===== src/rtl/core/gga_pkg.sv =====
package gga_pkg;

  // frame buffer limit and position counter width
  localparam int MAX_FRAME = 128;
  localparam int POS_W     = $clog2(MAX_FRAME);

  // field widths
  localparam int BYTE_W  = 8;
  localparam int TWO_W   = 7;
  localparam int SEC_W   = 17;
  localparam int ARCS_W  = 16;
  localparam int FRAC_W  = 14;
  localparam int LOND_W  = 10;

  // characters
  localparam logic [BYTE_W-1:0] CH_DOLLAR = 8'h24;
  localparam logic [BYTE_W-1:0] CH_G      = 8'h47;
  localparam logic [BYTE_W-1:0] CH_P      = 8'h50;
  localparam logic [BYTE_W-1:0] CH_A      = 8'h41;
  localparam logic [BYTE_W-1:0] CH_CR     = 8'h0D;
  localparam logic [BYTE_W-1:0] CH_DOT    = 8'h2E;
  localparam logic [BYTE_W-1:0] CH_ZERO   = 8'h30;
  localparam logic [BYTE_W-1:0] CH_NINE   = 8'h39;
  localparam logic [BYTE_W-1:0] CH_UA     = 8'h41;
  localparam logic [BYTE_W-1:0] CH_UF     = 8'h46;
  localparam logic [BYTE_W-1:0] CH_LA     = 8'h61;
  localparam logic [BYTE_W-1:0] CH_LF     = 8'h66;

  // character positions within a frame, '$' at zero
  localparam logic [POS_W-1:0] P_HDR_1      = POS_W'(1);
  localparam logic [POS_W-1:0] P_HDR_2      = POS_W'(2);
  localparam logic [POS_W-1:0] P_HDR_3      = POS_W'(3);
  localparam logic [POS_W-1:0] P_HDR_4      = POS_W'(4);
  localparam logic [POS_W-1:0] P_HDR_5      = POS_W'(5);
  localparam logic [POS_W-1:0] P_HOUR_HI    = POS_W'(7);
  localparam logic [POS_W-1:0] P_HOUR_LO    = POS_W'(8);
  localparam logic [POS_W-1:0] P_MIN_HI     = POS_W'(9);
  localparam logic [POS_W-1:0] P_MIN_LO     = POS_W'(10);
  localparam logic [POS_W-1:0] P_SEC_HI     = POS_W'(11);
  localparam logic [POS_W-1:0] P_SEC_LO     = POS_W'(12);
  localparam logic [POS_W-1:0] P_SEC_DOT    = POS_W'(13);
  localparam logic [POS_W-1:0] P_SEC_F1     = POS_W'(14);
  localparam logic [POS_W-1:0] P_SEC_F2     = POS_W'(15);
  localparam logic [POS_W-1:0] P_SEC_F3     = POS_W'(16);
  localparam logic [POS_W-1:0] P_LAT_DEG_HI = POS_W'(18);
  localparam logic [POS_W-1:0] P_LAT_DEG_LO = POS_W'(19);
  localparam logic [POS_W-1:0] P_LAT_MIN_HI = POS_W'(20);
  localparam logic [POS_W-1:0] P_LAT_MIN_LO = POS_W'(21);
  localparam logic [POS_W-1:0] P_LAT_DOT    = POS_W'(22);
  localparam logic [POS_W-1:0] P_LAT_F1     = POS_W'(23);
  localparam logic [POS_W-1:0] P_LAT_F2     = POS_W'(24);
  localparam logic [POS_W-1:0] P_LAT_F3     = POS_W'(25);
  localparam logic [POS_W-1:0] P_LAT_F4     = POS_W'(26);
  localparam logic [POS_W-1:0] P_LAT_HEMI   = POS_W'(28);
  localparam logic [POS_W-1:0] P_LON_DEG_0  = POS_W'(30);
  localparam logic [POS_W-1:0] P_LON_DEG_1  = POS_W'(31);
  localparam logic [POS_W-1:0] P_LON_DEG_2  = POS_W'(32);
  localparam logic [POS_W-1:0] P_LON_MIN_HI = POS_W'(33);
  localparam logic [POS_W-1:0] P_LON_MIN_LO = POS_W'(34);
  localparam logic [POS_W-1:0] P_LON_DOT    = POS_W'(35);
  localparam logic [POS_W-1:0] P_LON_F1     = POS_W'(36);
  localparam logic [POS_W-1:0] P_LON_F2     = POS_W'(37);
  localparam logic [POS_W-1:0] P_LON_F3     = POS_W'(38);
  localparam logic [POS_W-1:0] P_LON_F4     = POS_W'(39);
  localparam logic [POS_W-1:0] P_LON_HEMI   = POS_W'(41);
  localparam logic [POS_W-1:0] P_SAT_HI     = POS_W'(45);
  localparam logic [POS_W-1:0] P_SAT_LO     = POS_W'(46);
  localparam logic [POS_W-1:0] P_MIN_CR     = POS_W'(47);
  localparam logic [POS_W-1:0] P_LAST       = POS_W'(MAX_FRAME - 1);

endpackage


===== src/rtl/core/gga_if.sv =====
// received byte channel
interface gga_byte_if;
  logic                        valid;
  logic                        ready;
  logic [gga_pkg::BYTE_W-1:0]  rx_byte;

  modport source (output valid, rx_byte, input ready);
  modport sink (input valid, rx_byte, output ready);
endinterface

// decoded fix channel
interface gga_fix_if;
  logic                        valid;
  logic                        ready;
  logic [gga_pkg::TWO_W-1:0]   fix_hour;
  logic [gga_pkg::TWO_W-1:0]   fix_minute;
  logic [gga_pkg::SEC_W-1:0]   fix_second_ms;
  logic [gga_pkg::TWO_W-1:0]   lat_degrees;
  logic [gga_pkg::TWO_W-1:0]   lat_minutes;
  logic [gga_pkg::ARCS_W-1:0]  lat_second_ms;
  logic [gga_pkg::BYTE_W-1:0]  lat_hemisphere;
  logic [gga_pkg::LOND_W-1:0]  lon_degrees;
  logic [gga_pkg::TWO_W-1:0]   lon_minutes;
  logic [gga_pkg::ARCS_W-1:0]  lon_second_ms;
  logic [gga_pkg::BYTE_W-1:0]  lon_hemisphere;
  logic [gga_pkg::TWO_W-1:0]   satellite_count;

  modport source (
    output valid, fix_hour, fix_minute, fix_second_ms, lat_degrees, lat_minutes,
           lat_second_ms, lat_hemisphere, lon_degrees, lon_minutes, lon_second_ms,
           lon_hemisphere, satellite_count,
    input  ready
  );
  modport sink (
    input  valid, fix_hour, fix_minute, fix_second_ms, lat_degrees, lat_minutes,
           lat_second_ms, lat_hemisphere, lon_degrees, lon_minutes, lon_second_ms,
           lon_hemisphere, satellite_count,
    output ready
  );
endinterface


===== src/rtl/core/nmea_gga_sentence_parser_top.sv =====
// GGA sentence parser, one received byte per cycle.
// Throughput: one byte accepted every cycle; the fix register holds one result while
// bytes keep streaming, and input stalls only if a frame could end before it is taken.
// Output: the fix is registered and appears in the cycle after the CR byte of a valid frame is accepted.
// Reset: rst (synchronous) returns to hunting for '$' and empties the fix register.
module nmea_gga_sentence_parser_top (
  input  logic        clk,
  input  logic        rst,
  gga_byte_if.sink    rx,
  gga_fix_if.source   fix
);

  typedef enum logic [1:0] {
    PH_HUNT,
    PH_HEADER,
    PH_BODY
  } phase_t;

  localparam int BW = gga_pkg::BYTE_W;
  localparam int PW = gga_pkg::POS_W;
  localparam int TW = gga_pkg::TWO_W;
  localparam int SW = gga_pkg::SEC_W;
  localparam int FW = gga_pkg::FRAC_W;
  localparam int LW = gga_pkg::LOND_W;
  localparam int AW = gga_pkg::ARCS_W;

  // expected header letter at positions one to five
  function automatic logic [BW-1:0] header_char(input logic [PW-1:0] p);
    logic [BW-1:0] c;
    c = gga_pkg::CH_G;
    if (p == gga_pkg::P_HDR_2) c = gga_pkg::CH_P;
    if (p == gga_pkg::P_HDR_5) c = gga_pkg::CH_A;
    return c;
  endfunction

  // hex digit decode: {ok, value}
  function automatic logic [4:0] hex_val(input logic [BW-1:0] b);
    logic [4:0] r;
    r = 5'd0;
    if (b >= gga_pkg::CH_ZERO && b <= gga_pkg::CH_NINE)
      r = {1'b1, 4'(b - gga_pkg::CH_ZERO)};
    else if (b >= gga_pkg::CH_UA && b <= gga_pkg::CH_UF)
      r = {1'b1, 4'(b - gga_pkg::CH_UA + 8'd10)};
    else if (b >= gga_pkg::CH_LA && b <= gga_pkg::CH_LF)
      r = {1'b1, 4'(b - gga_pkg::CH_LA + 8'd10)};
    return r;
  endfunction

  // parser state
  phase_t          phase, phase_next;
  logic [PW-1:0]   pos, pos_next;
  logic [BW-1:0]   xsum, xsum_next;
  logic [BW-1:0]   recent [3];
  logic [BW-1:0]   recent_next [3];
  logic            stopped, stopped_next;
  logic [TW-1:0]   hour_acc, hour_next;
  logic [TW-1:0]   minute_acc, minute_next;
  logic [SW-1:0]   second_acc, second_next;
  logic [TW-1:0]   lat_deg_acc, lat_deg_next;
  logic [TW-1:0]   lat_min_acc, lat_min_next;
  logic [FW-1:0]   lat_frac_acc, lat_frac_next;
  logic [BW-1:0]   lat_hemi, lat_hemi_next;
  logic [LW-1:0]   lon_deg_acc, lon_deg_next;
  logic [TW-1:0]   lon_min_acc, lon_min_next;
  logic [FW-1:0]   lon_frac_acc, lon_frac_next;
  logic [BW-1:0]   lon_hemi, lon_hemi_next;
  logic [TW-1:0]   sat_acc, sat_next;

  logic            rx_xfer;
  logic            emit;
  logic [BW-1:0]   b;
  logic [PW-1:0]   pos_inc;
  logic            is_digit;
  logic [3:0]      digit;
  logic            take;
  logic            push;
  logic [BW-1:0]   sum;
  logic [4:0]      hex_hi, hex_lo;
  logic [BW-1:0]   rx_sum;
  logic [SW-1:0]   lat_prod, lon_prod;

  // stall only when a frame end could produce a second result before the first is taken
  assign rx.ready = !(fix.valid && !fix.ready && phase == PH_BODY
                      && pos_inc >= gga_pkg::P_MIN_CR);
  assign rx_xfer  = rx.valid && rx.ready;

  assign b        = rx.rx_byte;
  assign pos_inc  = pos + PW'(1);
  assign is_digit = (b >= gga_pkg::CH_ZERO) && (b <= gga_pkg::CH_NINE);
  assign digit    = 4'(b - gga_pkg::CH_ZERO);
  assign take     = !stopped && is_digit;

  // checksum of the frame, minus the trailing "*hh" bytes
  assign sum    = xsum ^ recent[0] ^ recent[1] ^ recent[2];
  assign hex_hi = hex_val(recent[1]);
  assign hex_lo = hex_val(recent[0]);
  always_comb begin
    if (!hex_hi[4])
      rx_sum = '0;
    else if (!hex_lo[4])
      rx_sum = {4'd0, hex_hi[3:0]};
    else
      rx_sum = {hex_hi[3:0], hex_lo[3:0]};
  end

  // minute fraction to arc seconds in ms
  assign lat_prod = SW'(lat_frac_acc) * SW'(6);
  assign lon_prod = SW'(lon_frac_acc) * SW'(6);

  // next-state logic for one accepted byte
  always_comb begin
    phase_next     = phase;
    pos_next       = pos;
    xsum_next      = xsum;
    recent_next    = recent;
    stopped_next   = stopped;
    hour_next      = hour_acc;
    minute_next    = minute_acc;
    second_next    = second_acc;
    lat_deg_next   = lat_deg_acc;
    lat_min_next   = lat_min_acc;
    lat_frac_next  = lat_frac_acc;
    lat_hemi_next  = lat_hemi;
    lon_deg_next   = lon_deg_acc;
    lon_min_next   = lon_min_acc;
    lon_frac_next  = lon_frac_acc;
    lon_hemi_next  = lon_hemi;
    sat_next       = sat_acc;
    emit           = 1'b0;
    push           = 1'b0;

    if (rx_xfer) begin
      unique case (phase)
        PH_HUNT: begin
          if (b == gga_pkg::CH_DOLLAR) begin
            phase_next    = PH_HEADER;
            pos_next      = '0;
            xsum_next     = '0;
            recent_next   = '{default: '0};
            stopped_next  = 1'b0;
            hour_next     = '0;
            minute_next   = '0;
            second_next   = '0;
            lat_deg_next  = '0;
            lat_min_next  = '0;
            lat_frac_next = '0;
            lat_hemi_next = '0;
            lon_deg_next  = '0;
            lon_min_next  = '0;
            lon_frac_next = '0;
            lon_hemi_next = '0;
            sat_next      = '0;
          end
        end
        PH_HEADER: begin
          pos_next = pos_inc;
          if (b != header_char(pos_inc)) begin
            phase_next = PH_HUNT;
          end else begin
            push = 1'b1;
            if (pos_inc == gga_pkg::P_HDR_5) phase_next = PH_BODY;
          end
        end
        PH_BODY: begin
          pos_next = pos_inc;
          if (b == gga_pkg::CH_CR) begin
            phase_next = PH_HUNT;
            emit = (pos_inc >= gga_pkg::P_MIN_CR) && (rx_sum == sum);
          end else if (pos_inc >= gga_pkg::P_LAST) begin
            phase_next = PH_HUNT;
          end else begin
            push = 1'b1;
            // fixed-position field decode
            unique case (pos_inc)
              gga_pkg::P_HOUR_HI: begin
                stopped_next = !is_digit;
                if (is_digit) hour_next = TW'(hour_acc * TW'(10) + TW'(digit));
              end
              gga_pkg::P_HOUR_LO: begin
                if (take) hour_next = TW'(hour_acc * TW'(10) + TW'(digit));
                else stopped_next = 1'b1;
              end
              gga_pkg::P_MIN_HI: begin
                stopped_next = !is_digit;
                if (is_digit) minute_next = TW'(minute_acc * TW'(10) + TW'(digit));
              end
              gga_pkg::P_MIN_LO: begin
                if (take) minute_next = TW'(minute_acc * TW'(10) + TW'(digit));
                else stopped_next = 1'b1;
              end
              gga_pkg::P_SEC_HI: begin
                stopped_next = !is_digit;
                if (is_digit) second_next = SW'(second_acc * SW'(10) + SW'(digit));
              end
              gga_pkg::P_SEC_LO: begin
                if (take) second_next = SW'(second_acc * SW'(10) + SW'(digit));
                else stopped_next = 1'b1;
              end
              gga_pkg::P_SEC_DOT: begin
                second_next = SW'(second_acc * SW'(1000));
                if (b != gga_pkg::CH_DOT) stopped_next = 1'b1;
              end
              gga_pkg::P_SEC_F1: begin
                if (take) second_next = SW'(second_acc + SW'(digit) * SW'(100));
                else stopped_next = 1'b1;
              end
              gga_pkg::P_SEC_F2: begin
                if (take) second_next = SW'(second_acc + SW'(digit) * SW'(10));
                else stopped_next = 1'b1;
              end
              gga_pkg::P_SEC_F3: begin
                if (take) second_next = SW'(second_acc + SW'(digit));
                else stopped_next = 1'b1;
              end
              gga_pkg::P_LAT_DEG_HI: begin
                stopped_next = !is_digit;
                if (is_digit) lat_deg_next = TW'(lat_deg_acc * TW'(10) + TW'(digit));
              end
              gga_pkg::P_LAT_DEG_LO: begin
                if (take) lat_deg_next = TW'(lat_deg_acc * TW'(10) + TW'(digit));
                else stopped_next = 1'b1;
              end
              gga_pkg::P_LAT_MIN_HI: begin
                stopped_next = !is_digit;
                if (is_digit) lat_min_next = TW'(lat_min_acc * TW'(10) + TW'(digit));
              end
              gga_pkg::P_LAT_MIN_LO: begin
                if (take) lat_min_next = TW'(lat_min_acc * TW'(10) + TW'(digit));
                else stopped_next = 1'b1;
              end
              gga_pkg::P_LAT_DOT: stopped_next = (b != gga_pkg::CH_DOT);
              gga_pkg::P_LAT_F1: begin
                if (take) lat_frac_next = FW'(lat_frac_acc + FW'(digit) * FW'(1000));
                else stopped_next = 1'b1;
              end
              gga_pkg::P_LAT_F2: begin
                if (take) lat_frac_next = FW'(lat_frac_acc + FW'(digit) * FW'(100));
                else stopped_next = 1'b1;
              end
              gga_pkg::P_LAT_F3: begin
                if (take) lat_frac_next = FW'(lat_frac_acc + FW'(digit) * FW'(10));
                else stopped_next = 1'b1;
              end
              gga_pkg::P_LAT_F4: begin
                if (take) lat_frac_next = FW'(lat_frac_acc + FW'(digit));
                else stopped_next = 1'b1;
              end
              gga_pkg::P_LAT_HEMI: lat_hemi_next = b;
              gga_pkg::P_LON_DEG_0: begin
                stopped_next = !is_digit;
                if (is_digit) lon_deg_next = LW'(lon_deg_acc * LW'(10) + LW'(digit));
              end
              gga_pkg::P_LON_DEG_1, gga_pkg::P_LON_DEG_2: begin
                if (take) lon_deg_next = LW'(lon_deg_acc * LW'(10) + LW'(digit));
                else stopped_next = 1'b1;
              end
              gga_pkg::P_LON_MIN_HI: begin
                stopped_next = !is_digit;
                if (is_digit) lon_min_next = TW'(lon_min_acc * TW'(10) + TW'(digit));
              end
              gga_pkg::P_LON_MIN_LO: begin
                if (take) lon_min_next = TW'(lon_min_acc * TW'(10) + TW'(digit));
                else stopped_next = 1'b1;
              end
              gga_pkg::P_LON_DOT: stopped_next = (b != gga_pkg::CH_DOT);
              gga_pkg::P_LON_F1: begin
                if (take) lon_frac_next = FW'(lon_frac_acc + FW'(digit) * FW'(1000));
                else stopped_next = 1'b1;
              end
              gga_pkg::P_LON_F2: begin
                if (take) lon_frac_next = FW'(lon_frac_acc + FW'(digit) * FW'(100));
                else stopped_next = 1'b1;
              end
              gga_pkg::P_LON_F3: begin
                if (take) lon_frac_next = FW'(lon_frac_acc + FW'(digit) * FW'(10));
                else stopped_next = 1'b1;
              end
              gga_pkg::P_LON_F4: begin
                if (take) lon_frac_next = FW'(lon_frac_acc + FW'(digit));
                else stopped_next = 1'b1;
              end
              gga_pkg::P_LON_HEMI: lon_hemi_next = b;
              gga_pkg::P_SAT_HI: begin
                stopped_next = !is_digit;
                if (is_digit) sat_next = TW'(sat_acc * TW'(10) + TW'(digit));
              end
              gga_pkg::P_SAT_LO: begin
                if (take) sat_next = TW'(sat_acc * TW'(10) + TW'(digit));
                else stopped_next = 1'b1;
              end
              default: ;
            endcase
          end
        end
        default: phase_next = PH_HUNT;
      endcase
    end

    // running checksum and last three bytes
    if (push) begin
      xsum_next      = xsum ^ b;
      recent_next[2] = recent[1];
      recent_next[1] = recent[0];
      recent_next[0] = b;
    end
  end

  // state and fix register
  always_ff @(posedge clk) begin
    if (rst) begin
      phase     <= PH_HUNT;
      fix.valid <= 1'b0;
    end else begin
      phase <= phase_next;
      if (emit)
        fix.valid <= 1'b1;
      else if (fix.ready)
        fix.valid <= 1'b0;
    end

    pos          <= pos_next;
    xsum         <= xsum_next;
    recent       <= recent_next;
    stopped      <= stopped_next;
    hour_acc     <= hour_next;
    minute_acc   <= minute_next;
    second_acc   <= second_next;
    lat_deg_acc  <= lat_deg_next;
    lat_min_acc  <= lat_min_next;
    lat_frac_acc <= lat_frac_next;
    lat_hemi     <= lat_hemi_next;
    lon_deg_acc  <= lon_deg_next;
    lon_min_acc  <= lon_min_next;
    lon_frac_acc <= lon_frac_next;
    lon_hemi     <= lon_hemi_next;
    sat_acc      <= sat_next;

    if (emit) begin
      fix.fix_hour        <= hour_acc;
      fix.fix_minute      <= minute_acc;
      fix.fix_second_ms   <= second_acc;
      fix.lat_degrees     <= lat_deg_acc;
      fix.lat_minutes     <= lat_min_acc;
      fix.lat_second_ms   <= lat_prod[AW-1:0];
      fix.lat_hemisphere  <= lat_hemi;
      fix.lon_degrees     <= lon_deg_acc;
      fix.lon_minutes     <= lon_min_acc;
      fix.lon_second_ms   <= lon_prod[AW-1:0];
      fix.lon_hemisphere  <= lon_hemi;
      fix.satellite_count <= sat_acc;
    end
  end

endmodule


===== src/flat_wrapper.sv =====
// flat-port wrapper written by rule: the top's interface ports become plain ports
module nmea_gga_sentence_parser_top_flat 
  (clk, rst, rx_valid, rx_rx_byte, rx_ready, fix_valid, fix_fix_hour, fix_fix_minute, fix_fix_second_ms, fix_lat_degrees, fix_lat_minutes, fix_lat_second_ms, fix_lat_hemisphere, fix_lon_degrees, fix_lon_minutes, fix_lon_second_ms, fix_lon_hemisphere, fix_satellite_count, fix_ready);
  gga_byte_if rx_i ();
  gga_fix_if fix_i ();
  input  logic clk;
  input  logic rst;
  input wire logic [$bits(rx_i.valid)-1:0] rx_valid;
  input wire logic [$bits(rx_i.rx_byte)-1:0] rx_rx_byte;
  output wire logic [$bits(rx_i.ready)-1:0] rx_ready;
  output wire logic [$bits(fix_i.valid)-1:0] fix_valid;
  output wire logic [$bits(fix_i.fix_hour)-1:0] fix_fix_hour;
  output wire logic [$bits(fix_i.fix_minute)-1:0] fix_fix_minute;
  output wire logic [$bits(fix_i.fix_second_ms)-1:0] fix_fix_second_ms;
  output wire logic [$bits(fix_i.lat_degrees)-1:0] fix_lat_degrees;
  output wire logic [$bits(fix_i.lat_minutes)-1:0] fix_lat_minutes;
  output wire logic [$bits(fix_i.lat_second_ms)-1:0] fix_lat_second_ms;
  output wire logic [$bits(fix_i.lat_hemisphere)-1:0] fix_lat_hemisphere;
  output wire logic [$bits(fix_i.lon_degrees)-1:0] fix_lon_degrees;
  output wire logic [$bits(fix_i.lon_minutes)-1:0] fix_lon_minutes;
  output wire logic [$bits(fix_i.lon_second_ms)-1:0] fix_lon_second_ms;
  output wire logic [$bits(fix_i.lon_hemisphere)-1:0] fix_lon_hemisphere;
  output wire logic [$bits(fix_i.satellite_count)-1:0] fix_satellite_count;
  input wire logic [$bits(fix_i.ready)-1:0] fix_ready;
  assign rx_i.valid = rx_valid;
  assign rx_i.rx_byte = rx_rx_byte;
  assign rx_ready = rx_i.ready;
  assign fix_valid = fix_i.valid;
  assign fix_fix_hour = fix_i.fix_hour;
  assign fix_fix_minute = fix_i.fix_minute;
  assign fix_fix_second_ms = fix_i.fix_second_ms;
  assign fix_lat_degrees = fix_i.lat_degrees;
  assign fix_lat_minutes = fix_i.lat_minutes;
  assign fix_lat_second_ms = fix_i.lat_second_ms;
  assign fix_lat_hemisphere = fix_i.lat_hemisphere;
  assign fix_lon_degrees = fix_i.lon_degrees;
  assign fix_lon_minutes = fix_i.lon_minutes;
  assign fix_lon_second_ms = fix_i.lon_second_ms;
  assign fix_lon_hemisphere = fix_i.lon_hemisphere;
  assign fix_satellite_count = fix_i.satellite_count;
  assign fix_i.ready = fix_ready;
  nmea_gga_sentence_parser_top u_core (.clk(clk), .rst(rst), .rx(rx_i), .fix(fix_i));
endmodule

===== config.mk =====
export PLATFORM = sky130hd
export DESIGN_NAME = nmea_gga_sentence_parser_top_flat
export DESIGN_NICKNAME = d
export VERILOG_FILES = /design/src/rtl/core/gga_pkg.sv /design/src/rtl/core/gga_if.sv /design/src/rtl/core/nmea_gga_sentence_parser_top.sv /design/src/flat_wrapper.sv
export SDC_FILE = /design/constraint.sdc
export NUM_CORES = 1
export LEC_CHECK = 0
export ABC_CLOCK_PERIOD_IN_PS = 11000
export BUFFER_PORTS_ARGS = -buffer_cell sky130_fd_sc_hd__buf_2
export CAP_MARGIN = 20
export CORE_MARGIN = 3
export CORE_UTILIZATION = 57
export DETAILED_ROUTE_END_ITERATION = 10
export GPL_TIMING_DRIVEN = 0
export HOLD_SLACK_MARGIN = 0.02
export PLACE_DENSITY_LB_ADDON = 0.25
export SLEW_MARGIN = 25
export SYNTH_ARGS = -nofsm -noshare
export SYNTH_HDL_FRONTEND = slang
export SYNTH_SLANG_ARGS = --single-unit

===== constraint.sdc =====
create_clock -name clk -period 11 [get_ports clk]
set_clock_uncertainty 0.2 [all_clocks]
set_input_delay 1.1 -clock clk [delete_from_list [all_inputs] [get_ports clk]]
set_output_delay 1.1 -clock clk [all_outputs]
set_load 0.03 [all_outputs]

==> out/metrics.yaml, run 1 <==
final-hold-violation-count: 0
drive_gt1_share_pct: 10.9
clk_latency_ns: 0.58
total_power_w: 0.00267
netlist_area_mm2: 0.0224
mostFrequentLayoutCells: "268 x edfxtp_1, 260 x ha_1, 178 x inv_1, 175 x xnor2_1, 138 x buf_2"
n_antenna_cell: 0
power.switching_w: 0.000708
setup.worst_path.start: "rx_rx_byte[2]"
worst-path-max-fanout: 26
synth_top_area_share_pct: 36.0
setup_viol: 0
via_count: 17500
slew_violations: 0
cts_setup_buffers: 0
max-cap-violations: 0
grt_max_degree: 39
via_per_inst: 6.07
synth_flop_cell: "edfxtp_1"
crit_path_start_kind: "primary input"
period_minus_slack_ns: 5.83
crit_arrival_ns: 5.96
r2r_start: "u_core.second_acc[3]"
core_area_mm2: 0.0382
drt-total-wl_um: 57300
drt_iter0_markers: 1451
fin_cells: 2877
clock_power_share_pct: 40.0
critPathKind: "in2reg"
synth_edf_count: 268
clockRootBuffer: "clkbuf_16"
seq_area_frac_synth_pct: 36.3
cts_tree: "built"
relSlewSlack_pct: 30.1
ctsHoldBuffers: 0
pin_count: 131
final_common_cell: "edfxtp_1"
placed_area_mm2: 0.0238
grt-ovfl-total: 0
end_kind: "flop"
start_util_pct: 58.5
peakVddDrop_mv: 0.126
die_w_um: 204
rsz0062_at_grt: "false"
cts_made_buffers: 30
placed_cells: 2821
grt_pass1_wl_um: 91800
cts.sinks: 271
grt_pass1_vias: 17400
avgSynthCellArea_um2: 10.3
rows: 71
cellLeakagePower_nw: 10.1
track_usage_pct: 27.5
dr.pass1.iters: 7
drc: 0
fmax_mhz: 171
port-buffer-count: 128
die_h_um: 204
synth.distinct_cells: 93
worstMarginPinSlew_ns: 1.05
p_sw_share_pct: 26.5
layout.nets: 2683
die_area_mm2: 0.0416
ys_warn_count: 0
finalCritPeriodShare_pct: 53.0
antenna_found_initial: 0
ys_top_cells_by_area: "edfxtp_1 36%, ha_1 15%, xnor2_1 6.9%"
hpwl_um: 43400
combPwrFrac_pct: 18.1
async_reset_ff_share_pct: 0
area_growth_pct: 11.3
fill_cells: 3063
crit_required_ns: 11.12
synth_seq_cells: 271
yosysTopAreaCell: "edfxtp_1"
hp-class: "reg2reg"
route.antenna.remaining_nets: 0
wl_per_cell_um: 19.9
final.setup.tns_ns: 0
hp-start: "u_core.lon_hemi[1]"
status: "finished clean"
synth_cells: 2170
place.gp.congestion: 0.959
finalInstanceArea_mm2: 0.0249
p_per_area_mw_per_mm2: 107
p_int_w: 0.00196
cts_resized: 0
seqPwrFrac_pct: 42.0
cts.clk_slew.worst_paths_ns: 0.07
htreeDepth: 1
ctsLongestPathBuffers: 3
-- path summary, 6_finish.rpt --
path	endpoint	slack (ns)	cells past startpoint
setup / recovery	u_core.second_acc[16]	5.17	16
hold / removal	u_core.fix.lon_hemisphere[1]	0.22	0
setup reg to reg	u_core.second_acc[16]	5.81	15
hold reg to reg	u_core.fix.lon_hemisphere[1]	0.22	0
-- flip-flops by register name, indices dropped and copies added (netlist names), 8 cells and up --
| name | cells |
|---|---|
| u_core.fix.lon_second_ms | 15 |
| u_core.recent | 24 |
| u_core.fix.lon_hemisphere | 8 |
| u_core.second_acc | 17 |
| u_core.fix.lon_degrees | 10 |
| u_core.lat_frac_acc | 14 |
| u_core.fix.lat_second_ms | 15 |
| u_core.lat_hemi | 8 |
| u_core.xsum | 8 |
| u_core.fix.fix_second_ms | 17 |
| u_core.lon_frac_acc | 14 |
| u_core.lon_deg_acc | 10 |
| u_core.lon_hemi | 8 |
| u_core.fix.lat_hemisphere | 8 |
-- final cells by class --
type / count / area, µm² / share of cell area [%]
Sequential cell: 271 / 8110 / 32.6
Buffer: 62 / 297 / 1.19
Clock inverter: 20 / 253 / 1.02
Clock buffer: 36 / 795 / 3.19
Tap cell: 511 / 639 / 2.57
Multi-Input combinational cell: 1659 / 13300 / 53.6
Timing Repair Buffer: 139 / 791 / 3.18
Inverter: 179 / 672 / 2.70
-- per-layer routing --
layer  global-route usage [%]  wire length (µm)  vias to the layer above
met3                     3.19              3660                      101
met1                     37.1             24800                     8459
met4                     8.09              1550                        0
met2                     46.9             27300                      617
met5                        0                 0                        -
li1                         -                 -                     8278
-- power by group through the flow --
stage,Sequential [W],Clock [W],Combinational [W]
after floorplan,0.00114,0,0.000366
final,0.00112,0.00107,0.000483
after global placement,0.00114,0,0.000457
after CTS,0.00112,0.00109,0.000478
after global routing,0.00112,0.00113,0.000535
after detailed placement,0.00114,0,0.000473
-- worst max-delay path, stage by stage --
cell	delay (ns)
buf_2	0.73
inv_2	0.52
ha_1	0.47
ha_1	0.21
ha_1	0.30
a31oi_1	0.09
xnor2_1	0.58
ha_1	0.41
nand3_1	0.10
nand2_1	0.06
a41oi_1	0.40
nor2_1	0.10
o311ai_0	0.34
o221ai_1	0.21
a32oi_1	0.20
nand2_1	0.07
-- cells by family after synthesis --
| family | after synthesis | synth area share (%) |
|---|---|---|
| AO/OA/AOI/OAI | 519 | 15.9 |
| XOR/XNOR | 235 | 9.21 |
| adder cells (fa/ha/maj) | 329 | 20.7 |
| buffers and inverters | 241 | 4.33 |
| flip-flops | 271 | 36.3 |
| multiplexers | 12 | 0.565 |
| other | 1 | 0.0168 |
| AND/OR/NAND/NOR | 562 | 13.0 |
-- cells in the mapped netlist, types with 8 or more instances --
library cell	count
a221oi_1	8
a22o_1	8
nand2_1	109
a222oi_1	9
or3_1	13
and2_1	66
o2111ai_1	8
o21bai_1	13
nand3_1	48
clkbuf_1	41
a21o_1	44
ha_1	260
buf_2	11
a211o_1	8
nand4_1	9
nand2b_1	19
nor3_1	43
and3_1	19
a31oi_1	19
nor2_1	131
xor2_1	60
a21boi_0	10
a211oi_1	21
nor2b_1	39
nor3b_1	16
o21a_1	19
a22oi_1	20
xnor2_1	175
or2_2	9
o21ai_0	77
edfxtp_1	268
o22ai_1	20
fa_1	69
inv_1	179
a21oi_1	133
o211ai_1	21
-- metrics by stage --
step	setup WS, ns	utilization, %	hold WS, ns
after floorplan	3.49	-	0.200
final	5.17	65.1	0.218
after detailed placement	4.29	62.4	0.205
after global routing	4.80	65.1	0.226
after global placement	0.243	61.9	0.204
after CTS	4.88	65.1	0.218
(Power assumes the default switching activity.)
==> inputs of run 2 (changes only) <==
--- a/config.mk
+++ b/config.mk
@@ -5,11 +5,12 @@
 export SDC_FILE = /design/constraint.sdc
 export NUM_CORES = 1
 export LEC_CHECK = 0
-export ABC_CLOCK_PERIOD_IN_PS = 11000
+export ABC_AREA = 1
+export ABC_CLOCK_PERIOD_IN_PS = 5600
 export BUFFER_PORTS_ARGS = -buffer_cell sky130_fd_sc_hd__buf_2
 export CAP_MARGIN = 20
 export CORE_MARGIN = 3
-export CORE_UTILIZATION = 57
+export CORE_UTILIZATION = 63
 export DETAILED_ROUTE_END_ITERATION = 10
 export GPL_TIMING_DRIVEN = 0
 export HOLD_SLACK_MARGIN = 0.02
==> constraint.sdc (replaced) <==
create_clock -name clk -period 5.6 [get_ports clk]
set_clock_uncertainty 0.2 [all_clocks]
set_input_delay 0.56 -clock clk [delete_from_list [all_inputs] [get_ports clk]]
set_output_delay 0.56 -clock clk [all_outputs]
set_load 0.03 [all_outputs]
==> run 2 against run 1 <==
  * Global-route usage rose by 4.5 points
  * Synthesized area rose by 1.5%
  * Design area grew 0.73%
  * Synthesized cell count increased by 23%
  * Core utilization is 6.4 points higher
  * Sequential cell count unchanged
  * Largest cell class unchanged
  * First-iteration DRC count is 7.8% higher
==> out/metrics.yaml, run 2 <==
finalCritPeriodShare_pct: 95.5
grt_max_degree: 75
antenna_found_initial: 0
start_util_pct: 64.8
synth.most_common_cell: "nand2_1"
synth_seq_cells: 271
wl_met1_um: 24900
ys_warn_count: 0
ctsLongestPathBuffers: 3
grt_pass1_wl_um: 98800
cts.clk_slew.worst_paths_ns: 0.06
drive_gt1_share_pct: 8.48
crit_required_ns: 5.70
rsz0062_at_grt: "false"
htreeDepth: 1
pin_count: 131
synth_common_cells: "498 x nand2_1, 383 x inv_1, 268 x edfxtp_1"
clockRootBuffer: "clkbuf_16"
drt-total-wl_um: 62600
via_count: 19600
cts_made_buffers: 31
layout.nets: 3182
placed_area_mm2: 0.0240
crit_path_start_kind: "primary input"
hold_end: "u_core.fix.valid"
hp-start: "fix_ready"
fmax_mhz: 187
end_kind: "flop"
synth_flop_cell: "edfxtp_1"
rr_worst_depth: 17
dr.pass1.iters: 6
die_area_mm2: 0.0383
period_minus_slack_ns: 5.35
die_w_um: 196
worstMarginPinSlew_ns: 1.14
hp-class: "in2reg"
largest_reg_flops: 24
synth_top_area_share_pct: 35.5
hpwl_um: 47100
drt_iter0_markers: 1564
n_antenna_cell: 0
ys_top_cells_by_area: "edfxtp_1 35%, ha_1 14%, nand2_1 8.2%"
async_reset_ff_share_pct: 0
highest_layer: "met4"
yosysTopAreaCell: "edfxtp_1"
wl_per_cell_um: 18.8
clk_latency_ns: 0.59
r2r_start: "u_core.second_acc[6]"
port-buffer-count: 128
met2_length_um: 29500
avgSynthCellArea_um2: 8.49
rows: 68
core_area_mm2: 0.0351
setup_viol: 0
rrSetupSlack_ns: 0.40
synth_cells: 2675
seq_area_frac_synth_pct: 35.7
p_per_area_mw_per_mm2: 211
regMostFlops: "u_core.recent"
crit_arrival_ns: 5.45
final_util_pct: 71.5
die_h_um: 196
worst-path-max-fanout: 27
synth_edf_count: 268
critPathKind: "in2reg"
max-cap-violations: 0
grt_pass1_vias: 19100
track_usage_pct: 32.0
met3_length_um: 5200
slew_violations: 0
hold_depth: 4
final_common_cell: "nand2_1"
cts_tree: "built"
peakVddDrop_mv: 0.338
cts_setup_buffers: 0
route.antenna.remaining_nets: 0
drc: 0
finalInstanceArea_mm2: 0.0251
grt-ovfl-total: 0
netlist_area_mm2: 0.0227
reg_top3: "u_core.recent: 24 flops, u_core.fix.fix_second_ms: 17 flops, u_core.second_acc: 17 flops"
final-hold-violation-count: 0
mostFrequentLayoutCells: "498 x nand2_1, 382 x inv_1, 268 x edfxtp_1, 260 x ha_1, 259 x nor2_1"
via_per_inst: 5.90
status: "finished clean"
synth.distinct_cells: 54
place.gp.congestion: 0.978
r2r_end: "u_core.second_acc[15]"
relSlewSlack_pct: 24.1
area_growth_pct: 10.4
cts.sinks: 271
cellLeakagePower_nw: 11.4
## run 2: repair_timing
item | 4_1_cts | 5_1_grt
hold endpoints to repair | 3 | 0
resized for setup | 0 | 0
hold buffers | 1 | 0
## run 2: where the power goes
part | switching [W] | total (W) | internal (W)
logic | 0.000620 | 0.000964 | 0.000344
clock network | 0.000883 | 0.00212 | 0.00124
registers | 0.00000383 | 0.00220 | 0.00220
## run 2: how the worst max path moves through the flow
stage / from / end / cells past startpoint
floorplan: u_core.pos[0] / u_core.fix.fix_hour[0] / 14
global placement: rx_rx_byte[1] / u_core.fix.fix_second_ms[10] / 11
detailed placement: rx_rx_byte[2] / u_core.second_acc[15] / 15
CTS: rx_rx_byte[2] / u_core.second_acc[15] / 15
global route: rx_rx_byte[2] / u_core.second_acc[15] / 15
finish: rx_rx_byte[2] / u_core.second_acc[15] / 15
## run 2: worst max-delay path, cell delays in order
cell and delay, ns:
buf_2 0.75, inv_1 0.77, ha_1 0.56, ha_1 0.22
ha_1 0.30, a31oi_1 0.21, xor2_1 0.68, ha_1 0.42
a21o_1 0.19, a21oi_1 0.22, nor2_1 0.09, o21ai_0 0.17
o21ai_0 0.12, nor2_1 0.11, a21oi_1 0.07
## run 2: kinds of logic (layout without fill, tap and decap cells)
logic type | count (synthesis) | after routing | share of synthesized area (%)
other cells | 1 | 2 | 0.0165
xor+xnor | 158 | 158 | 6.10
flops | 271 | 271 | 35.7
buf+inv | 423 | 613 | 7.26
fa+ha+maj | 329 | 329 | 20.4
compound gates | 478 | 478 | 11.6
simple gates | 1015 | 1015 | 18.9
## run 2: per-stage QoR
step                TNS [ns]  power, W  std cells  hold slack (ns)  setup slack (ns)
floorplan                  0   0.00294       2676            0.200             0.657
global placement     -163.36   0.00316       3259            0.201             -1.30
detailed placement     -1.04   0.00318       3262            0.205            -0.241
CTS                        0   0.00529       3321           0.0493             0.395
global route               0   0.00550       3321           0.0715            0.0232
finish                     0   0.00529       3321           0.0674             0.254
## run 2: layout make-up
class,count,area (µm²)
plain buffers,30,173
clock buffers,36,815
clock inverters,22,250
fillers,2739,9990
inverters,393,1480
multi-input cells,1982,13000
flip-flops and latches,271,8110
well taps,455,569
repair buffers,132,703
## run 2: metal layers
| metal | GRT usage [%] | up-vias |
|---|---|---|
| li1 | - | 9359 |
| met4 | 14.1 | 0 |
| met3 | 5.15 | 188 |
| met1 | 40.7 | 9153 |
| met2 | 54.3 | 883 |
| met5 | 0 | - |
